**src/sv/sdws_pkg.sv**
```systemverilog
`default_nettype none
// ----------------------------------------------------------------------------
// sdws_pkg
// Shared types and constants of the serial DAC write sequencer.
// ----------------------------------------------------------------------------
package sdws_pkg;

  localparam int unsigned WORD_BITS_DEF = 16;
  localparam int unsigned AMP_W         = 16;
  localparam int unsigned RETRY_W       = 8;
  localparam int unsigned POLL_W        = 9;
  localparam logic [RETRY_W-1:0] RETRY_RESET = 8'd100;
  localparam int unsigned QUEUE_DEPTH   = 2;

  typedef enum logic [3:0] {
    PH_IDLE      = 4'd0,
    PH_POLL      = 4'd1,
    PH_CLEAR     = 4'd2,
    PH_BIT_DATA  = 4'd3,
    PH_BIT_CLOCK = 4'd4,
    PH_CLK_LOW   = 4'd5,
    PH_CS_HIGH   = 4'd6,
    PH_CS_LOW    = 4'd7,
    PH_RELEASE   = 4'd8
  } phase_t;

  typedef enum logic {
    CMD_TICK  = 1'b0,
    CMD_START = 1'b1
  } cmd_op_t;

  typedef struct packed {
    cmd_op_t          op;
    logic [AMP_W-1:0] amplitude;
    logic             grant;
  } cmd_t;

endpackage
`default_nettype wire

```
**src/sv/sdws_front.sv**
```systemverilog
`default_nettype none
// ----------------------------------------------------------------------------
// sdws_front
// Accepts input items, classifies them into start or tick commands and holds
// them in a two-entry queue for the sequencer.
// ----------------------------------------------------------------------------
module sdws_front
  import sdws_pkg::*;
(
  input  wire logic             clk,
  input  wire logic             rst_n,
  input  wire logic             in_valid,
  output logic                  in_ready,
  input  wire logic             in_kind,
  input  wire logic [AMP_W-1:0] in_amplitude,
  input  wire logic             in_grant,
  output logic                  q_valid,
  input  wire logic             q_ready,
  output cmd_t                  q_cmd
);

  localparam int unsigned PTR_W = $clog2(QUEUE_DEPTH);
  localparam int unsigned CNT_W = $clog2(QUEUE_DEPTH + 1);

  cmd_t             q_mem_r [QUEUE_DEPTH];
  logic [PTR_W-1:0] wr_ptr_r, wr_ptr_nxt;
  logic [PTR_W-1:0] rd_ptr_r, rd_ptr_nxt;
  logic [CNT_W-1:0] count_r, count_nxt;
  logic             push, pop;
  cmd_t             new_cmd;

  always_comb begin
    new_cmd.op        = in_kind ? CMD_START : CMD_TICK;
    new_cmd.amplitude = in_amplitude;
    new_cmd.grant     = in_grant;
  end

  assign in_ready = (count_r != CNT_W'(QUEUE_DEPTH));
  assign q_valid  = (count_r != '0);
  assign q_cmd    = q_mem_r[rd_ptr_r];
  assign push     = in_valid && in_ready;
  assign pop      = q_valid && q_ready;

  always_comb begin
    wr_ptr_nxt = wr_ptr_r;
    rd_ptr_nxt = rd_ptr_r;
    if (push) begin
      wr_ptr_nxt = (wr_ptr_r == PTR_W'(QUEUE_DEPTH - 1)) ? '0 : wr_ptr_r + 1'b1;
    end
    if (pop) begin
      rd_ptr_nxt = (rd_ptr_r == PTR_W'(QUEUE_DEPTH - 1)) ? '0 : rd_ptr_r + 1'b1;
    end
    count_nxt = count_r + CNT_W'(push) - CNT_W'(pop);
  end

  always_ff @(posedge clk) begin
    if (!rst_n) begin
      wr_ptr_r <= '0;
      rd_ptr_r <= '0;
      count_r  <= '0;
    end else begin
      wr_ptr_r <= wr_ptr_nxt;
      rd_ptr_r <= rd_ptr_nxt;
      count_r  <= count_nxt;
    end
  end

  always_ff @(posedge clk) begin
    if (push) begin
      q_mem_r[wr_ptr_r] <= new_cmd;
    end
  end

endmodule
`default_nettype wire

```
**src/sv/sdws_back.sv**
```systemverilog
`default_nettype none
// ----------------------------------------------------------------------------
// sdws_back
// Pin sequencer: one command per cycle unless the output stalls, through the
// grant poll and serial write steps; holds the result in an output register.
// ----------------------------------------------------------------------------
module sdws_back
  import sdws_pkg::*;
#(
  parameter int unsigned WORD_BITS = WORD_BITS_DEF
) (
  input  wire logic               clk,
  input  wire logic               rst_n,
  input  wire logic [RETRY_W-1:0] retry_limit,
  input  wire logic               q_valid,
  output logic                    q_ready,
  input  wire cmd_t               q_cmd,
  output logic                    out_valid,
  input  wire logic               out_ready,
  output logic                    out_request_line,
  output logic                    out_serial_clock,
  output logic                    out_serial_data,
  output logic                    out_chip_select,
  output logic                    out_busy_res,
  output logic                    out_done_res,
  output logic                    out_not_granted
);

  localparam int unsigned BL_W = $clog2(WORD_BITS + 1);

  phase_t                phase_r, phase_nxt;
  logic [WORD_BITS-1:0]  shift_r, shift_nxt;
  logic [BL_W-1:0]       bits_left_r, bits_left_nxt;
  logic [POLL_W-1:0]     poll_r, poll_nxt;
  logic                  req_r, req_nxt;
  logic                  clk_pin_r, clk_pin_nxt;
  logic                  dat_r, dat_nxt;
  logic                  cs_r, cs_nxt;
  logic                  done, fail, pop;
  logic [31:0]           amp_ext;

  logic out_valid_r, out_valid_nxt;
  logic out_req_r, out_clk_r, out_dat_r, out_cs_r;
  logic out_busy_r, out_done_r, out_fail_r;

  assign q_ready = !out_valid_r || out_ready;
  assign pop     = q_valid && q_ready;
  assign amp_ext = 32'(q_cmd.amplitude);

  always_comb begin
    phase_nxt     = phase_r;
    shift_nxt     = shift_r;
    bits_left_nxt = bits_left_r;
    poll_nxt      = poll_r;
    req_nxt       = req_r;
    clk_pin_nxt   = clk_pin_r;
    dat_nxt       = dat_r;
    cs_nxt        = cs_r;
    done          = 1'b0;
    fail          = 1'b0;
    if (pop) begin
      if (q_cmd.op == CMD_START) begin
        // start while busy is dropped
        if (phase_r == PH_IDLE) begin
          shift_nxt     = amp_ext[WORD_BITS-1:0];
          bits_left_nxt = '0;
          poll_nxt      = '0;
          req_nxt       = 1'b1;
          phase_nxt     = PH_POLL;
        end
      end else begin
        unique case (phase_r)
          PH_IDLE: begin
          end
          PH_POLL: begin
            // limit check wins over a late grant
            if (poll_r > POLL_W'(retry_limit)) begin
              req_nxt   = 1'b0;
              fail      = 1'b1;
              phase_nxt = PH_IDLE;
            end else begin
              poll_nxt = poll_r + 1'b1;
              if (q_cmd.grant) begin
                phase_nxt = PH_CLEAR;
              end
            end
          end
          PH_CLEAR: begin
            clk_pin_nxt   = 1'b0;
            dat_nxt       = 1'b0;
            cs_nxt        = 1'b0;
            bits_left_nxt = BL_W'(WORD_BITS);
            phase_nxt     = PH_BIT_DATA;
          end
          PH_BIT_DATA: begin
            clk_pin_nxt = 1'b0;
            dat_nxt     = shift_r[WORD_BITS-1];
            shift_nxt   = shift_r << 1;
            phase_nxt   = PH_BIT_CLOCK;
          end
          PH_BIT_CLOCK: begin
            clk_pin_nxt = 1'b1;
            if (bits_left_r != '0) begin
              bits_left_nxt = bits_left_r - 1'b1;
            end
            phase_nxt = (bits_left_nxt == '0) ? PH_CLK_LOW : PH_BIT_DATA;
          end
          PH_CLK_LOW: begin
            clk_pin_nxt = 1'b0;
            phase_nxt   = PH_CS_HIGH;
          end
          PH_CS_HIGH: begin
            cs_nxt    = 1'b1;
            phase_nxt = PH_CS_LOW;
          end
          PH_CS_LOW: begin
            cs_nxt    = 1'b0;
            dat_nxt   = 1'b0;
            phase_nxt = PH_RELEASE;
          end
          PH_RELEASE: begin
            req_nxt   = 1'b0;
            done      = 1'b1;
            phase_nxt = PH_IDLE;
          end
          default: begin
            phase_nxt = PH_IDLE;
          end
        endcase
      end
    end
    if (pop) begin
      out_valid_nxt = 1'b1;
    end else if (out_ready) begin
      out_valid_nxt = 1'b0;
    end else begin
      out_valid_nxt = out_valid_r;
    end
  end

  always_ff @(posedge clk) begin
    if (!rst_n) begin
      phase_r     <= PH_IDLE;
      shift_r     <= '0;
      bits_left_r <= '0;
      poll_r      <= '0;
      req_r       <= 1'b0;
      clk_pin_r   <= 1'b0;
      dat_r       <= 1'b0;
      cs_r        <= 1'b0;
      out_valid_r <= 1'b0;
    end else begin
      phase_r     <= phase_nxt;
      shift_r     <= shift_nxt;
      bits_left_r <= bits_left_nxt;
      poll_r      <= poll_nxt;
      req_r       <= req_nxt;
      clk_pin_r   <= clk_pin_nxt;
      dat_r       <= dat_nxt;
      cs_r        <= cs_nxt;
      out_valid_r <= out_valid_nxt;
    end
  end

  // result register, loaded on each command transfer
  always_ff @(posedge clk) begin
    if (pop) begin
      out_req_r  <= req_nxt;
      out_clk_r  <= clk_pin_nxt;
      out_dat_r  <= dat_nxt;
      out_cs_r   <= cs_nxt;
      out_busy_r <= (phase_nxt != PH_IDLE);
      out_done_r <= done;
      out_fail_r <= fail;
    end
  end

  assign out_valid        = out_valid_r;
  assign out_request_line = out_req_r;
  assign out_serial_clock = out_clk_r;
  assign out_serial_data  = out_dat_r;
  assign out_chip_select  = out_cs_r;
  assign out_busy_res     = out_busy_r;
  assign out_done_res     = out_done_r;
  assign out_not_granted  = out_fail_r;

  a_done_fail_excl: assert property (@(posedge clk) disable iff (!rst_n)
    out_valid_r |-> !(out_done_r && out_fail_r))
    else $error("done and not_granted reported together");

  a_end_releases: assert property (@(posedge clk) disable iff (!rst_n)
    (out_valid_r && (out_done_r || out_fail_r)) |-> (!out_req_r && !out_busy_r))
    else $error("sequence ended without releasing the request");

  a_busy_holds_req: assert property (@(posedge clk) disable iff (!rst_n)
    (phase_r != PH_IDLE) |-> req_r)
    else $error("request low while a sequence is running");

  a_bits_in_shift: assert property (@(posedge clk) disable iff (!rst_n)
    (phase_r == PH_BIT_DATA || phase_r == PH_BIT_CLOCK) |-> (bits_left_r != '0))
    else $error("bit phase with no bits left");

endmodule
`default_nettype wire

```
**src/sv/serial_dac_write_sequencer.sv**
```systemverilog
`default_nettype none
// ----------------------------------------------------------------------------
// serial_dac_write_sequencer
// MSB-first serial DAC write with bus request, grant polling and load strobe.
// ----------------------------------------------------------------------------
// Every transfer on the input channel gives exactly one result. A start item
// loads the word and raises the request when the sequencer is idle; each tick
// item advances the pin sequence by one step. Throughput is one item per clock
// cycle unless the output stalls. An item passes through the two-entry command
// queue and then the sequencer step, which writes the result register. The
// command queue lets a new item enter while a result still waits.
// retry_limit may be written only while no item is in flight.
module serial_dac_write_sequencer
  import sdws_pkg::*;
#(
  parameter int unsigned WORD_BITS = WORD_BITS_DEF
) (
  input  wire logic               clk,
  input  wire logic               rst_n,
  input  wire logic               cfg_we,
  input  wire logic [RETRY_W-1:0] cfg_wdata,
  input  wire logic               in_valid,
  output logic                    in_ready,
  input  wire logic               in_kind,
  input  wire logic [AMP_W-1:0]   in_amplitude,
  input  wire logic               in_grant,
  output logic                    out_valid,
  input  wire logic               out_ready,
  output logic                    out_request_line,
  output logic                    out_serial_clock,
  output logic                    out_serial_data,
  output logic                    out_chip_select,
  output logic                    out_busy_res,
  output logic                    out_done_res,
  output logic                    out_not_granted
);

  logic [RETRY_W-1:0] retry_limit_r;
  logic               q_valid, q_ready;
  cmd_t               q_cmd;

  always_ff @(posedge clk) begin
    if (!rst_n) begin
      retry_limit_r <= RETRY_RESET;
    end else if (cfg_we) begin
      retry_limit_r <= cfg_wdata;
    end
  end

  sdws_front u_front (
    .clk          (clk),
    .rst_n        (rst_n),
    .in_valid     (in_valid),
    .in_ready     (in_ready),
    .in_kind      (in_kind),
    .in_amplitude (in_amplitude),
    .in_grant     (in_grant),
    .q_valid      (q_valid),
    .q_ready      (q_ready),
    .q_cmd        (q_cmd)
  );

  sdws_back #(
    .WORD_BITS (WORD_BITS)
  ) u_back (
    .clk              (clk),
    .rst_n            (rst_n),
    .retry_limit      (retry_limit_r),
    .q_valid          (q_valid),
    .q_ready          (q_ready),
    .q_cmd            (q_cmd),
    .out_valid        (out_valid),
    .out_ready        (out_ready),
    .out_request_line (out_request_line),
    .out_serial_clock (out_serial_clock),
    .out_serial_data  (out_serial_data),
    .out_chip_select  (out_chip_select),
    .out_busy_res     (out_busy_res),
    .out_done_res     (out_done_res),
    .out_not_granted  (out_not_granted)
  );

endmodule
`default_nettype wire
```
**config.mk**
```make
export PLATFORM = sky130hd
export DESIGN_NAME = serial_dac_write_sequencer
export DESIGN_NICKNAME = d
export VERILOG_FILES = /design/src/sv/sdws_pkg.sv /design/src/sv/sdws_front.sv /design/src/sv/sdws_back.sv /design/src/sv/serial_dac_write_sequencer.sv
export SDC_FILE = /design/constraint.sdc
export NUM_CORES = 1
export LEC_CHECK = 0
export BUFFER_PORTS_ARGS = -buffer_cell sky130_fd_sc_hd__buf_2
export CAP_MARGIN = 20
export CORE_MARGIN = 1
export CORE_UTILIZATION = 39
export CTS_CLUSTER_SIZE = 12
export DETAILED_ROUTE_END_ITERATION = 12
export PLACE_DENSITY = 0.63
export SLEW_MARGIN = 0
export SYNTH_ARGS = -nofsm -noshare
export SYNTH_HDL_FRONTEND = slang
export SYNTH_SLANG_ARGS = --single-unit
```
**constraint.sdc**
```tcl
create_clock -name clk -period 4.2 [get_ports clk]
set_input_delay 0.21 -clock clk [delete_from_list [all_inputs] [get_ports clk]]
set_output_delay 0.21 -clock clk [all_outputs]
set_load 0.02 [all_outputs]
```
Word-level counts from Yosys, hierarchy flattened
Memory sizes are Yosys's and may differ from the RTL's. A register that Yosys moved wholly into a read port is not among the register bits. Index checks and enable logic that the tools add are counted. Widths: inputs -> output; s select.

RAM bits: 36. Output and inout bits: 9. Input bits: 31. Logic and storage cells: 105. Memories kept: 1. Register bits after elaboration: 58.

Memory list: u_front.q_mem_r (words 2, width 18, read ports 1, clocked after Yosys merged registers in 1, wr ports 1, line sdws_front.sv:25) `cmd_t q_mem_r [QUEUE_DEPTH];`.

$add $sub $neg: 6. Multiplexer cells: 46. Eq/ne operators: 11. $lt $le $gt $ge: 1. Reduce and logical (&&, ||, !) cells: 19. Bitwise gates (word level): 1.

Operator list (count): $mux 16 (3); $mux 9 (4); $pmux 4 s8 (1); $mux 5 (6); $mux 1 (21); $mux 4 (5); $eq 4x3->1 const B (4); $pmux 5 s2 (1); $add 9x1->9 const B (1); $gt 9x8->1 (1); $eq 4x2->1 const B (2); $pmux 1 s2 (4); $reduce_bool 2->1 (4); $reduce_and 3->1 (2); $logic_not 5->1 (1); $reduce_bool 5->1 (1); $sub 5x1->5 const B (1); $eq 4x1->1 const B (1); $eq 4x4->1 const B (1); $logic_not 4->1 (1); $ne 2x2->1 const B (2); $reduce_and 4->1 (1); $reduce_bool 4->1 (1); $reduce_or 2->1 (2); other kinds (11) (13).

Depth between registers and ports, before layout
Gate-level depths: netlist (run 1).

Word-level depth: 11. Depth in mapped cells: 8. Depth with buffers taken out: 8.

Hierarchy
A second synthesis (run 1) with hierarchy kept.

Cell total of the unflattened synthesis: 403. Area total of the unflattened synthesis: 4391.7 sq um.

Modules (own cells, without submodules): sdws_back (sequential area each 991.0 sq um, area each 2534.9 sq um, cells an instance 293, times used 1); sdws_front (sequential area each 1181.1 sq um, area each 1562.7 sq um, cells an instance 85, times used 1); serial_dac_write_sequencer (sequential area each 160.2 sq um, area each 294.0 sq um, cells an instance 25, times used 1).

Worst setup path before layout (run 1)
OpenSTA, ideal clock, no wires.

Path kind: register -> register. Start: register u_back.out_valid_r (netlist: u_back.out_valid). End: register u_front.count_r[1]. Arrival time: 2012 ps. Buffers on the path: 0. Library setup time: 128 ps. Stages on the path, launching flop included: 9. Path slack: 2061 ps. Data required time: 4072 ps. Period minus slack after synthesis: 2139 ps. Cells stage by stage: dfxtp_1 > nor2b_1 > nor2_1 > ha_1 > inv_1 > ha_1 > xor2_1 > xnor2_1 > nor2_1.

Cells in the longest elaborated chain, start to end: 4.

RTL lines: from (decl) (line sdws_back.sv:42) `logic out_valid_r, out_valid_nxt;`; from (signal assigned) (line sdws_back.sv:161) `out_valid_r <= out_valid_nxt;`; $logic_not 1->1 (line sdws_back.sv:46) `assign q_ready = !out_valid_r || out_ready;`; $logic_or 1x1->1 (line sdws_back.sv:46); $logic_and 1x1->1 (line sdws_front.sv:42) `assign pop = q_valid && q_ready;`; $sub 2x1->2 (line sdws_front.sv:53) `count_nxt = count_r + CNT_W'(push) - CNT_W'(pop);`; to (signal assigned) (line sdws_front.sv:64) `count_r <= count_nxt;`; to (decl) (line sdws_front.sv:28) `logic [CNT_W-1:0] count_r, count_nxt;`.

Every way passes these cells. A chain may end at the register's enable or synchronous reset.

Final worst setup path (run 1)
Start: register u_back.phase_r[2]. End: register u_back.poll_r[6].

Cells in the longest elaborated chain, start to end: 3. Elaborated cells on any way between the ends: 5. Classes of those cells: 2 x eq/ne; 3 x reduce/logical.

RTL lines: from (decl) (line sdws_back.sv:31) `phase_t phase_r, phase_nxt;`; from (signal assigned) (line sdws_back.sv:153) `phase_r <= phase_nxt;`; $logic_not 4->1 or $eq 4x1->1 (tied branches) (line sdws_back.sv:64, sdws_back.sv:72); $ne 2x1->1 (no line) or $reduce_bool 2->1 (tied branches); $reduce_and 4->1 (no line) (*); to (signal assigned) (line sdws_back.sv:156) `poll_r <= poll_nxt;`; to (decl) (line sdws_back.sv:34) `logic [POLL_W-1:0] poll_r, poll_nxt;`.

Mark *: on every way between the ends. The rest lies on a longest branch, timed or not.

==> results of run 1 <==
-- synth_stat cells, types with 2 or more instances --
master     instances  area [sq um]
buf_2              2          10.0
nand2_1           53           199
o31ai_1            2          15.0
o2bb2ai_1          2          17.5
xnor2_1            4          35.0
a21o_1             4          30.0
a211oi_1           2          15.0
nand4_1            7          43.8
buf_1              3          11.3
nor3_1            13          65.1
dfxtp_1           52          1040
nor4_1             3          18.8
a21oi_1           30           150
o21ai_0           10          50.1
or2_2              2          12.5
and3_1             9          56.3
mux2_2             2          22.5
o2111ai_1          2          17.5
nor2b_1            4          25.0
xor2_1             2          17.5
nor4b_1            2          17.5
a31oi_1            3          18.8
edfxtp_1          43          1290
inv_1             18          67.6
nand3_1            7          35.0
or3_1              5          31.3
clkbuf_1          14          52.6
and2_1             6          37.5
o211ai_1          20           150
ha_1              12           150
nand2b_1           4          25.0
nor2_1            22          82.6
mux2i_1           21           210
o21a_1             3          22.5
-- cells in the final DEF, fill, tap and decap left out, types with 3 or more instances in the layout --
cell and instances:
a21o_1 4, a21oi_1 30, a31oi_1 3, and2_1 6, and3_1 9, buf_2 39
buf_4 6, clkbuf_8 9, clkinv_8 3, dfxtp_1 52, edfxtp_1 43, ha_1 12
inv_1 18, mux2i_1 21, nand2_1 53, nand2b_1 4, nand3_1 7, nand4_1 7
nor2_1 22, nor2b_1 4, nor3_1 13, nor4_1 3, o211ai_1 20, o21a_1 3
o21ai_0 10, or3_1 5, xnor2_1 4
-- per-layer routing --
metal / vias to the layer above / wire, um
li1: 1589 / -
met1: 1467 / 3850
met2: 62 / 3860
met3: 9 / 363
met4: 0 / 65
met5: - / 0
-- area by class of cell --
class	instances	area share, %
multi-input combinational	280	37.4
clock inverter	7	1.79
sequential	95	48.3
clock buffer	9	2.56
tap	136	3.52
inverter	19	1.48
timing repair buffer	45	4.97
-- per-stage QoR --
| stage | power, uW | utilization (%) | instances | cell area, sq um |
|---|---|---|---|---|
| global placement | 2010 | 43.9 | 574 | 4610 |
| CTS | 2620 | 45.9 | 590 | 4820 |
| detailed placement | 2020 | 43.9 | 574 | 4610 |
| finish | 2600 | 46.0 | 591 | 4830 |
| floorplan | 1830 | - | 415 | 4300 |
| global route | 2770 | 46.0 | 591 | 4830 |
-- kinds of logic after synthesis --
| group | count (synthesis) | synth area share [%] |
|---|---|---|
| and+or+nand+nor | 145 | 17.2 |
| DFF | 95 | 54.2 |
| AOI/OAI and AO/OA | 92 | 14.0 |
| buffers and inverters | 40 | 3.81 |
| muxes | 25 | 6.08 |
| adders and majority gates | 12 | 3.49 |
| xor gates and xnor gates | 6 | 1.22 |
-- power by group --
part	switching, uW	leakage (uW)	internal (uW)	total, uW
logic	477	0.000887	288	764
registers	91.0	0.000828	1140	1230
clock network	360	0.000105	239	599
-- worst max-delay path, cell delays in order (launching register included) --
cell and delay, ps:
dfxtp_1 560, or4b_4 650, nor4_4 370, nand4_1 200
or3_1 340, a21oi_1 130
-- flip-flops by register name, summed over array words and instances, names as in the netlist, 2 cells and up, named ones only --
signal / cells
u_back.poll_r: 9
retry_limit_r: 8
u_back.shift_r: 16
u_front.count_r: 2
u_back.phase_r: 4
u_front.q_mem_r: 36
u_back.bits_left_r: 5
-- worst min-delay path by stage --
stage | from | end | slack, ps | depth (start not counted)
6_report | in_amplitude[7] | u_front.q_mem_r[0][8] | 30 | 1
5_1_grt | in_amplitude[8] | u_front.q_mem_r[1][9] | 3 | 1
4_1_cts | in_amplitude[7] | u_front.q_mem_r[1][8] | 9 | 1
3_5_place_dp | in_amplitude[4] | u_front.q_mem_r[0][5] | 400 | 1
3_3_place_gp | in_amplitude[15] | u_front.q_mem_r[0][16] | 400 | 1
2_1_floorplan | in_grant | u_front.q_mem_r[0][0] | 310 | 0
==> impl_results.md, run 1 <==
- Root buf cell: clkbuf_8
- Met3 usage in global routing: between 4 and 5%
- Max-cap check violation count: 0
- # port buffers: 39
- Register area share after synthesis: 54.2%
- Dpl hpwl: between 5000 and 6000 um
- R2r setup slk: roughly 1900 ps
- Die Y-Extent: ~110 um
- Sink Count: 95
- CTS buffer count: 9
- CTS tree: built
- Max H-tree Level: 3
- Power Dens Cells: 538 nW/um^2
- Antenna Nets Post-Route: 0
- Netlist cell types: 61
- Vias per cell: 5.29
- Setup Viol. Count Final: 0
- Static leakage: about 0.0018 uW
- Final WS setup: approximately 1900 ps
- EDFF count, synth: 43
- Setup TNS: 0 ps
- Synthesized Nets: 458
- Met2 Usage GRT: 24.9%
- RSZ-0062 raised after global routing: false
- Yosys reg bits: 95
- CP Capture Type: flip-flop
- Final Cycle Share: a little over half
- Drt wl/cell: roughly 14 um
- Crit Path Category: flip-flop to flip-flop
- Crit path launch: u_back.phase_r[2]
- Post-Route WL: 8140 um
- DRC: 0
- Starting density of the core: between 40% and 50%
- Startpoint types: flip-flop
- ANT cells: 0
- Drt first pass iters: 4
- FILL cells: a little under 1000
- Reg2Reg Depth: 5
- Hold Violations, Final: 0
- FF-to-FF Start: u_back.phase_r[2]
- Area Overhead vs Synth: 12.3%
- Avg Cell Area, Syn: ~10 sq um
- Cts hold-fix bufs: 0
- Multi-input gate area: between 1500 and 2000 sq um
- Fmax: 435 MHz
- Clock slew at reported path FFs: 110 ps
- Met1 usage: about 20%
- Total GRT Usage: approximately 15%
- Setup Skew: around 12 ps
- PostCTS Resize Cnt: 0
- Worst Hold Class: input port to flip-flop
- Congestion Overflow GR: 0
- Mapped Cells: ~420
- Fin Hold WS: 26.8 ps
- Via count: roughly 3100
- Status: finished, final reports clean
- Reg2reg end: u_back.poll_r[6]
- Slew @ Worst Pin: between 800 and 900 ps
- Starting DRC count in detailed routing: 100
- Clk_lat worst skew: 360 ps
- Antenna violations before repair: 0
- Core area: 10500 sq um
- Setup WS pre-CTS: 1930 ps
- Vias in the first global route: a little under 3000
- Die Wd: roughly 110 um
- First-pass GRT wire length: around 14000 um
- Max transition margin: 45.4%
- Fin. max-slew vios: 0
- Ys flop type: dfxtp_1
- Largest net degree at the start of global routing: ~40
- Critical path destination: u_back.poll_r[6]
- Maximum VDD drop: approximately 0.27 mV
- Layout cells sized above 1: between 15 and 20%
- Post-Syn Area: 4300 sq um
- Register area: roughly 2300 sq um
- Clock tree buffer depth: 2
- Row count: 37
- Number of setup buffers added after CTS: 0
- Max FO, Critical Path: 22
- Syn. warnings: 0
- Share of flip-flops with an asynchronous set or reset: 0%
- Die area: approximately 11000 sq um
- Final min period: between 2000 and 2500 ps
- Crit path DAT: 2610 ps
- Placer Congestion: 0.815
- Grt peak-use layer: met2
- Required @ worst endpoint: 4510 ps
- Final #Nets: roughly 490
- I/O pin cnt: 40
Power figures use the tool's default switching activity.
==> run 2: changes to the inputs <==
--- a/config.mk
+++ b/config.mk
@@ -5,13 +5,14 @@
 export SDC_FILE = /design/constraint.sdc
 export NUM_CORES = 1
 export LEC_CHECK = 0
+export ABC_AREA = 1
 export BUFFER_PORTS_ARGS = -buffer_cell sky130_fd_sc_hd__buf_2
 export CAP_MARGIN = 20
 export CORE_MARGIN = 1
 export CORE_UTILIZATION = 39
 export CTS_CLUSTER_SIZE = 12
 export DETAILED_ROUTE_END_ITERATION = 12
-export PLACE_DENSITY = 0.63
+export PLACE_DENSITY = 0.65
 export SLEW_MARGIN = 0
 export SYNTH_ARGS = -nofsm -noshare
 export SYNTH_HDL_FRONTEND = slang
==> constraint.sdc (replaced) <==
create_clock -name clk -period 1.9 [get_ports clk]
set_input_delay 0.095 -clock clk [delete_from_list [all_inputs] [get_ports clk]]
set_output_delay 0.095 -clock clk [all_outputs]
set_load 0.02 [all_outputs]
==> run 2 against run 1 <==
Sequential power up 130%. Clock-buffer cell count unchanged. Critical path depth rose by 7. Die area down 1.5%. Worst hold slack got worse by 8.4 ps. First-iteration DRC count increased by 65%. Via count grew 11%. Final area rose by 7.4%. Routed wire length rose by 8.1%. Largest power group unchanged. Highest routed layer unchanged.
==> impl_results.md, run 2 <==
- Status: finished, final reports clean
- Starting DRC count in detailed routing: 165 (+65%)
- Routed length on met3: 369 um (+1.7%)
- Worst path bufs/invs: 3 (+3)
- Final Cycle Share: 94.3% (+40 points)
- Netlist cell types: 33 (-46%)
- FF-to-FF Start: retry_limit_r[7]
- Antenna violations before repair: 0 (unchanged)
- Register area: 2340 sq um (+0.21%)
- FILL cells: 978 (-0.51%)
- Combinational power share: 36.6% (+7.2 points)
- EDFF count, synth: 43 (unchanged)
- Fin cells: 708 (+20%)
- Cells along the critical path: inv_1, ha_1, nand2_1, inv_1, a21oi_1, nand3_1, nand2_2, nand2_1, nand2_2, buf_6, nand4_1, a21oi_1
- Synth top area share: 30.5% (+0.45 points)
- Max-cap check violation count: 0 (unchanged)
- Root buf cell: clkbuf_8
- Max H-tree Level: 3 (unchanged)
- Total GRT Usage: 17.0% (+1.7 points)
- Reg2reg end: u_back.poll_r[8]
- Vias per cell: 4.91 (-7.2%)
- Dpl hpwl: 5960 um (+6.4%)
- Power Dens Cells: 1270 nW/um^2 (+140%)
- Die Wd: 106 um (-0.73%)
- CP peak stage delay: 320 ps (-330 ps)
- Stages on the worst setup path: 12 (+7)
- Starting density of the core: 40.7% (-0.25 points)
- Psw: 2600 uW (+180%)
- Top layer reached by signal wires: met4
- Largest register FFs: 36 (unchanged)
- Post-Route WL: 8800 um (+8.1%)
- R2r setup slk: 110 ps (-1790 ps)
- Cell internal pwr: 4000 uW (+140%)
- Register area share after synthesis: 55.0% (+0.82 points)
- Maximum VDD drop: 0.640 mV (+140%)
- CP Capture Type: flip-flop
- Sink Count: 95 (unchanged)
- Met2 routed wirelength: 4220 um (+9.3%)
- Cell taking the most area after synthesis: edfxtp_1
- Syn. warnings: 0 (unchanged)
- Clk pwr share: 20.5% (-2.6 points)
- Die area: 11300 sq um (-1.5%)
- Finished Core Util: 49.8% (+3.8 points)
- Row count: 37 (unchanged)
- Setup Viol. Count Final: 0 (unchanged)
- Crit Path Category: flip-flop to flip-flop
- Mapped Cells: 490 (+18%)
- I/O pin cnt: 40 (unchanged)
- Die Y-Extent: 106 um (-0.73%)
- Reg with most FFs: u_front.q_mem_r
- Placed cells: 666 (+16%)
- DRC: 0 (unchanged)
- Final min period: 1790 ps (-506 ps)
- Antenna Nets Post-Route: 0 (unchanged)
- Fin Hold WS: 18.4 ps (-8.41 ps)
- Final #Nets: 610 (+24%)
- Placer Congestion: 0.913 (+12%)
- Area contributors post-synth: edfxtp_1, dfxtp_1, nand2_1
- Hold Violations, Final: 0 (unchanged)
- Regs by FF count: u_front.q_mem_r x36, u_back.shift_r x16, u_back.poll_r x9
- Clock slew at reported path FFs: 100 ps (about the same)
- Ys flop type: dfxtp_1
- First-pass GRT wire length: 15000 um (+8.3%)
- Reg2Reg Depth: 12 (+7)
- Startpoint types: flip-flop
- Avg Cell Area, Syn: 8.65 sq um (-17%)
- Worst Hold Class: input port to flip-flop
- Post-synth top cells: nand2_1, dfxtp_1, edfxtp_1
- Share of flip-flops with an asynchronous set or reset: 0% (unchanged)
- Vias in the first global route: 3328 (+14%)
- Area Overhead vs Synth: 22.3%
- Dominant cell by count in the synthesized netlist: nand2_1
- Congestion Overflow GR: 0 (unchanged)
- Hold Crit Depth: 3 (+2)
- Clk_lat worst skew: 380 ps (+20 ps)
- Commonest non-fill, non-tap cell in the layout: nand2_1
- Layout cells sized above 1: 17.8% (+2.2 points)
- Fmax: 558 MHz (+28%)
- Yosys reg bits: 95 (unchanged)
- CTS buffer count: 9 (unchanged)
- # port buffers: 39 (unchanged)
- Min-delay src: cfg_wdata[3]
- Multi-input gate area: 1720 sq um (-4.8%)
- Synthesized Nets: 533 (+16%)
- ANT cells: 0 (unchanged)
- Drt wl/cell: 12.4 um (-9.8%)
- Largest net degree at the start of global routing: 33 (-20%)
- CTS tree: built
- Pwr Total: 6590 uW (+150%)
- Drt first pass iters: 4 (unchanged)
- RSZ-0062 raised after global routing: true
- Most frequent cells in the layout: nand2_1, dfxtp_1, edfxtp_1
- Crit path DAT: 2090 ps (-520 ps)
- Max FO, Critical Path: 9 (-59%)
- DP Area: 4650 sq um (+0.87%)
- Post-Syn Area: 4240 sq um (-1.5%)
- Clock tree buffer depth: 2 (unchanged)
- Hold EP: retry_limit_r[3]
- Sw Share: 39.4% (+3.7 points)
- CP max stage cell: dfxtp_1
- Max transition margin: 64.6% (+19 points)
- DRT met1 WL: 4070 um (+5.8%)
- Via count: 3475 (+11%)
- Static leakage: 0.00218 uW (+20%)
- Setup Skew: 14.7 ps (+2.91 ps)
- Slew @ Worst Pin: 530 ps (-282 ps)
- Fin. max-slew vios: 0 (unchanged)
- Sequential power share: 43.0% (-4.5 points)
- CP delay by family, top: simple AND/OR/NAND/NOR gates
- Core area: 10400 sq um (-0.88%)
- Required @ worst endpoint: 2200 ps (-2310 ps)
- Final instance area: 5190 sq um (+7.4%)
run 2: cell types whose count changed after synthesis, sizes merged, moves of 19 or more:
cell,before,now
nand2,53,152
inv,18,43
o211ai,20,1
o21ai,11,34
nor2,22,43
mux2i,22,0
run 2: cell families after synthesis:
group | Yosys count | synth area share, %
simple gates | 230 | 22.7
flops | 95 | 55.0
compound gates | 89 | 11.7
buf+inv | 58 | 5.84
fa+ha+maj | 12 | 3.54
xor+xnor | 6 | 1.24
run 2: power by group through the flow:
stage | Sequential (uW) | Clock (uW) | Combinational (uW)
6_report | 2830 | 1350 | 2410
5_1_grt | 2880 | 1470 | 2720
4_1_cts | 2830 | 1390 | 2360
3_5_place_dp | 2870 | 0 | 2310
3_3_place_gp | 2860 | 0 | 2270
2_1_floorplan | 2920 | 0 | 1620
run 2: final cells by class:
cell class | count | area share [%]
clock buffer | 9 | 2.39
clock inverter | 7 | 1.57
inverter | 43 | 3.16
multi-input combinational | 337 | 33.2
sequential | 95 | 45.1
tap | 136 | 3.28
timing repair buffer | 81 | 11.4
run 2: worst min-delay path: stages:
cell and delay, ps:
buf_2 80, o21ai_0 70, a21oi_1 110
run 2: through the flow:
| step | TNS (ps) | setup slack, ps |
|---|---|---|
| floorplan | 0 | 16.3 |
| global placement | 0 | 73.1 |
| detailed placement | -16.2 | -16.2 |
| CTS | 0 | 14.0 |
| global route | -19.9 | -9.44 |
| finish | 0 | 108 |
run 2: worst max-delay path by stage:
| stage | startpoint | to | slack, ps |
|---|---|---|---|
| after floorplan | u_front.count_r[0] | u_front.q_mem_r[1][0] | 20 |
| after global placement | u_back.poll_r[7] | u_back.out_request_line | 70 |
| after detailed placement | u_back.poll_r[7] | u_back.out_request_line | -20 |
| after CTS | u_back.poll_r[7] | u_back.out_request_line | 10 |
| after global routing | retry_limit_r[4] | u_back.poll_r[8] | -9 |
| final | retry_limit_r[7] | u_back.poll_r[8] | 110 |
run 2: repair_timing:
item                                    in CTS  in global routing
gates cloned                                 0                  0
endpoints found under the setup margin       1                 14
endpoints found under the hold margin       42                  0
hold buffers                                25                  0
pin swaps                                    0                  5
gates resized for setup                      1                 21
buffers inserted                             0                  1
run 2: per-layer routing:
metal,track usage [%],up-vias
met2,28.2,78
met5,0,-
li1,-,1793
met4,6.45,0
met3,3.80,11
met1,21.5,1593
==> run 3: changes to the inputs <==
--- a/config.mk
+++ b/config.mk
@@ -6,7 +6,7 @@
 export NUM_CORES = 1
 export LEC_CHECK = 0
 export ABC_AREA = 1
-export BUFFER_PORTS_ARGS = -buffer_cell sky130_fd_sc_hd__buf_2
+export BUFFER_PORTS_ARGS = -buffer_cell sky130_fd_sc_hd__buf_4
 export CAP_MARGIN = 20
 export CORE_MARGIN = 1
 export CORE_UTILIZATION = 39
==> run 3 against run 2 <==
Utilization grew 1.3 points. Sequential cell count is the same. Critical endpoint is now retry_limit_r[6]. Sequential share of layout area shrank 1.2 points. Global-route usage fell by 0.49 points. Clock-buffer cell count is the same. Combinational power grew 7%.
==> impl_results.md, run 3 (synthesis gave the netlist of run 2 again) <==
- Status: finished, final reports clean
- Die Y-Extent: 106 um (unchanged)
- I/O pin cnt: 40 (unchanged)
- Crit path DAT: 2110 ps (+20 ps)
- ANT cells: 0 (unchanged)
- Drt wl/cell: 12.5 um (+0.38%)
- Row count: 37 (unchanged)
- Regs by FF count: u_front.q_mem_r x36, u_back.shift_r x16, u_back.poll_r x9
- Congestion Overflow GR: 0 (unchanged)
- CP delay by family, top: buffers and inverters
- CTS tree: built
- Final instance area: 5330 sq um (+2.7%)
- Final WS setup: 38.8 ps (-69.6 ps)
- Root buf cell: clkbuf_8
- Core area: 10400 sq um (unchanged)
- Fin. max-slew vios: 0 (unchanged)
- CP peak stage delay: 560 ps (+240 ps)
- Antenna violations before repair: 0 (unchanged)
- Max H-tree Level: 3 (unchanged)
- Max-cap check violation count: 0 (unchanged)
- First-pass GRT wire length: 14600 um (-2.3%)
- CP max stage cell: dlygate4sd3_1
- Crit Path Category: input port to flip-flop
- Fmax: 537 MHz (-3.7%)
- Placer Congestion: 0.922 (+0.97%)
- Max FO, Critical Path: 1 (-8)
- Post-Route WL: 8840 um (+0.52%)
- Placed cells: 664 (-0.30%)
- Register area: 2340 sq um (unchanged)
- Cells along the critical path: dlygate4sd3_1, buf_4, a21oi_2, dlygate4sd3_1, o21ai_0, dlygate4sd3_1
- Vias in the first global route: 3259 (-2.1%)
- Final #Nets: 611 (+0.16%)
- FILL cells: 961 (-1.7%)
- Die area: 11300 sq um (unchanged)
- Fin Hold WS: 18.3 ps (-0.139 ps)
- Layout cells sized above 1: 17.8% (-0.031 points)
- Most frequent CP cell: dlygate4sd3_1
- Setup Skew: 8.14 ps (-6.53 ps)
- Dpl hpwl: 5870 um (-1.5%)
- Startpoint types: input port
- Max transition margin: 65.3% (+0.63 points)
- RSZ-0062 raised after global routing: true
- Worst Hold Class: input port to flip-flop
- Final min period: 1860 ps (+69.6 ps)
- Setup WS pre-CTS: -20.4 ps (-4.18 ps)
- CTS buffer count: 9 (unchanged)
- Slew @ Worst Pin: 520 ps (-9.45 ps)
- Die Wd: 106 um (unchanged)
- Clock tree buffer depth: 2 (unchanged)
- Most frequent cells in the layout: nand2_1, buf_4, dfxtp_1
- DP Area: 4740 sq um (+1.8%)
- Area Overhead vs Synth: 25.6%
- Sink Count: 95 (unchanged)
- Multi-input gate area: 1740 sq um (+1.0%)
- Via count: 3430 (-1.3%)
- Pwr Total: 6780 uW (+2.9%)
- Fin cells: 709 (+0.14%)
- Antenna Nets Post-Route: 0 (unchanged)
- Largest net degree at the start of global routing: 33 (unchanged)
- Largest register FFs: 36 (unchanged)
- Maximum VDD drop: 0.635 mV (-0.81%)
- Setup Viol. Count Final: 0 (unchanged)
- Reg with most FFs: u_front.q_mem_r
- Clk_lat worst skew: 360 ps (-20 ps)
- Total GRT Usage: 16.5% (-0.49 points)
- Commonest non-fill, non-tap cell in the layout: nand2_1
- Final Cycle Share: 98.0% (+3.7 points)
- Clock slew at reported path FFs: 90 ps (about the same)
- Worst path bufs/invs: 4 (+1)
- Drt first pass iters: 4 (unchanged)
- DRC: 0 (unchanged)
- Starting density of the core: 40.7% (unchanged)
- CP Capture Type: flip-flop
- Static leakage: 0.00222 uW (+1.7%)
- Power Dens Cells: 1270 nW/um^2 (+0.19%)
- Starting DRC count in detailed routing: 223 (+35%)
- # port buffers: 39 (unchanged)
- Required @ worst endpoint: 2150 ps (-50 ps)
- Hold Violations, Final: 0 (unchanged)
- Vias per cell: 4.84 (-1.4%)
==> run 3: area by class of cell <==
class	count	area share, %
inverters	43	3.08
clock buffers	9	2.33
multi-input cells	337	32.7
well taps	136	3.19
flip-flops and latches	95	43.9
clock inverters	7	1.50
repair buffers	82	13.4
==> run 3: per-layer routing <==
metal  routed length [um]  GRT usage [%]  part of all wire, %  up-vias
met5                    0              0                    0        -
met4                  141           6.85                  1.6        0
met3                  454           3.56                  5.1       13
met2                 4220           27.2                   48       82
met1                 4030           20.9                   46     1543
li1                     -              -                    -     1792
==> run 3: what timing repair did <==
| action | in CTS | in global routing |
|---|---|---|
| pin swaps | 0 | 5 |
| endpoints found under the setup margin | 1 | 28 |
| hold endpoints to repair | 40 | 0 |
| hold buffers | 28 | 0 |
| buffers inserted | 0 | 2 |
| gates resized for setup | 1 | 22 |
==> run 3: final timing paths <==
kind                         start  depth (start not counted)  slack [ps]                       to
hold reg to reg   u_front.rd_ptr_r                          1         460         u_front.rd_ptr_r
setup / recovery      cfg_wdata[6]                          6          40         retry_limit_r[6]
setup reg to reg  u_back.poll_r[4]                         12         110  u_back.out_request_line
hold / removal        cfg_wdata[7]                          3          20         retry_limit_r[7]
==> run 3: power by group <==
group	internal (uW)	switching, uW	total (uW)
clock network	627	739	1370
registers	2620	214	2840
logic	969	1610	2580
==> run 3: per-stage QoR <==
step                TNS, ps  utilization [%]
finish                    0             51.1
global route           -105             51.1
CTS                       0             50.2
detailed placement    -20.4             45.5
global placement          0             45.5
floorplan                 0                -
==> run 3: worst register-to-register path: stages, from the launching register on <==
cell	delay (ps)
dfxtp_1	350
ha_1	300
nand2_1	60
inv_1	90
nand2_1	60
nand2_1	60
nand2_1	50
nand3_1	80
nand2_2	100
nor2_2	140
o21ai_0	90
o21ai_1	120
inv_1	60
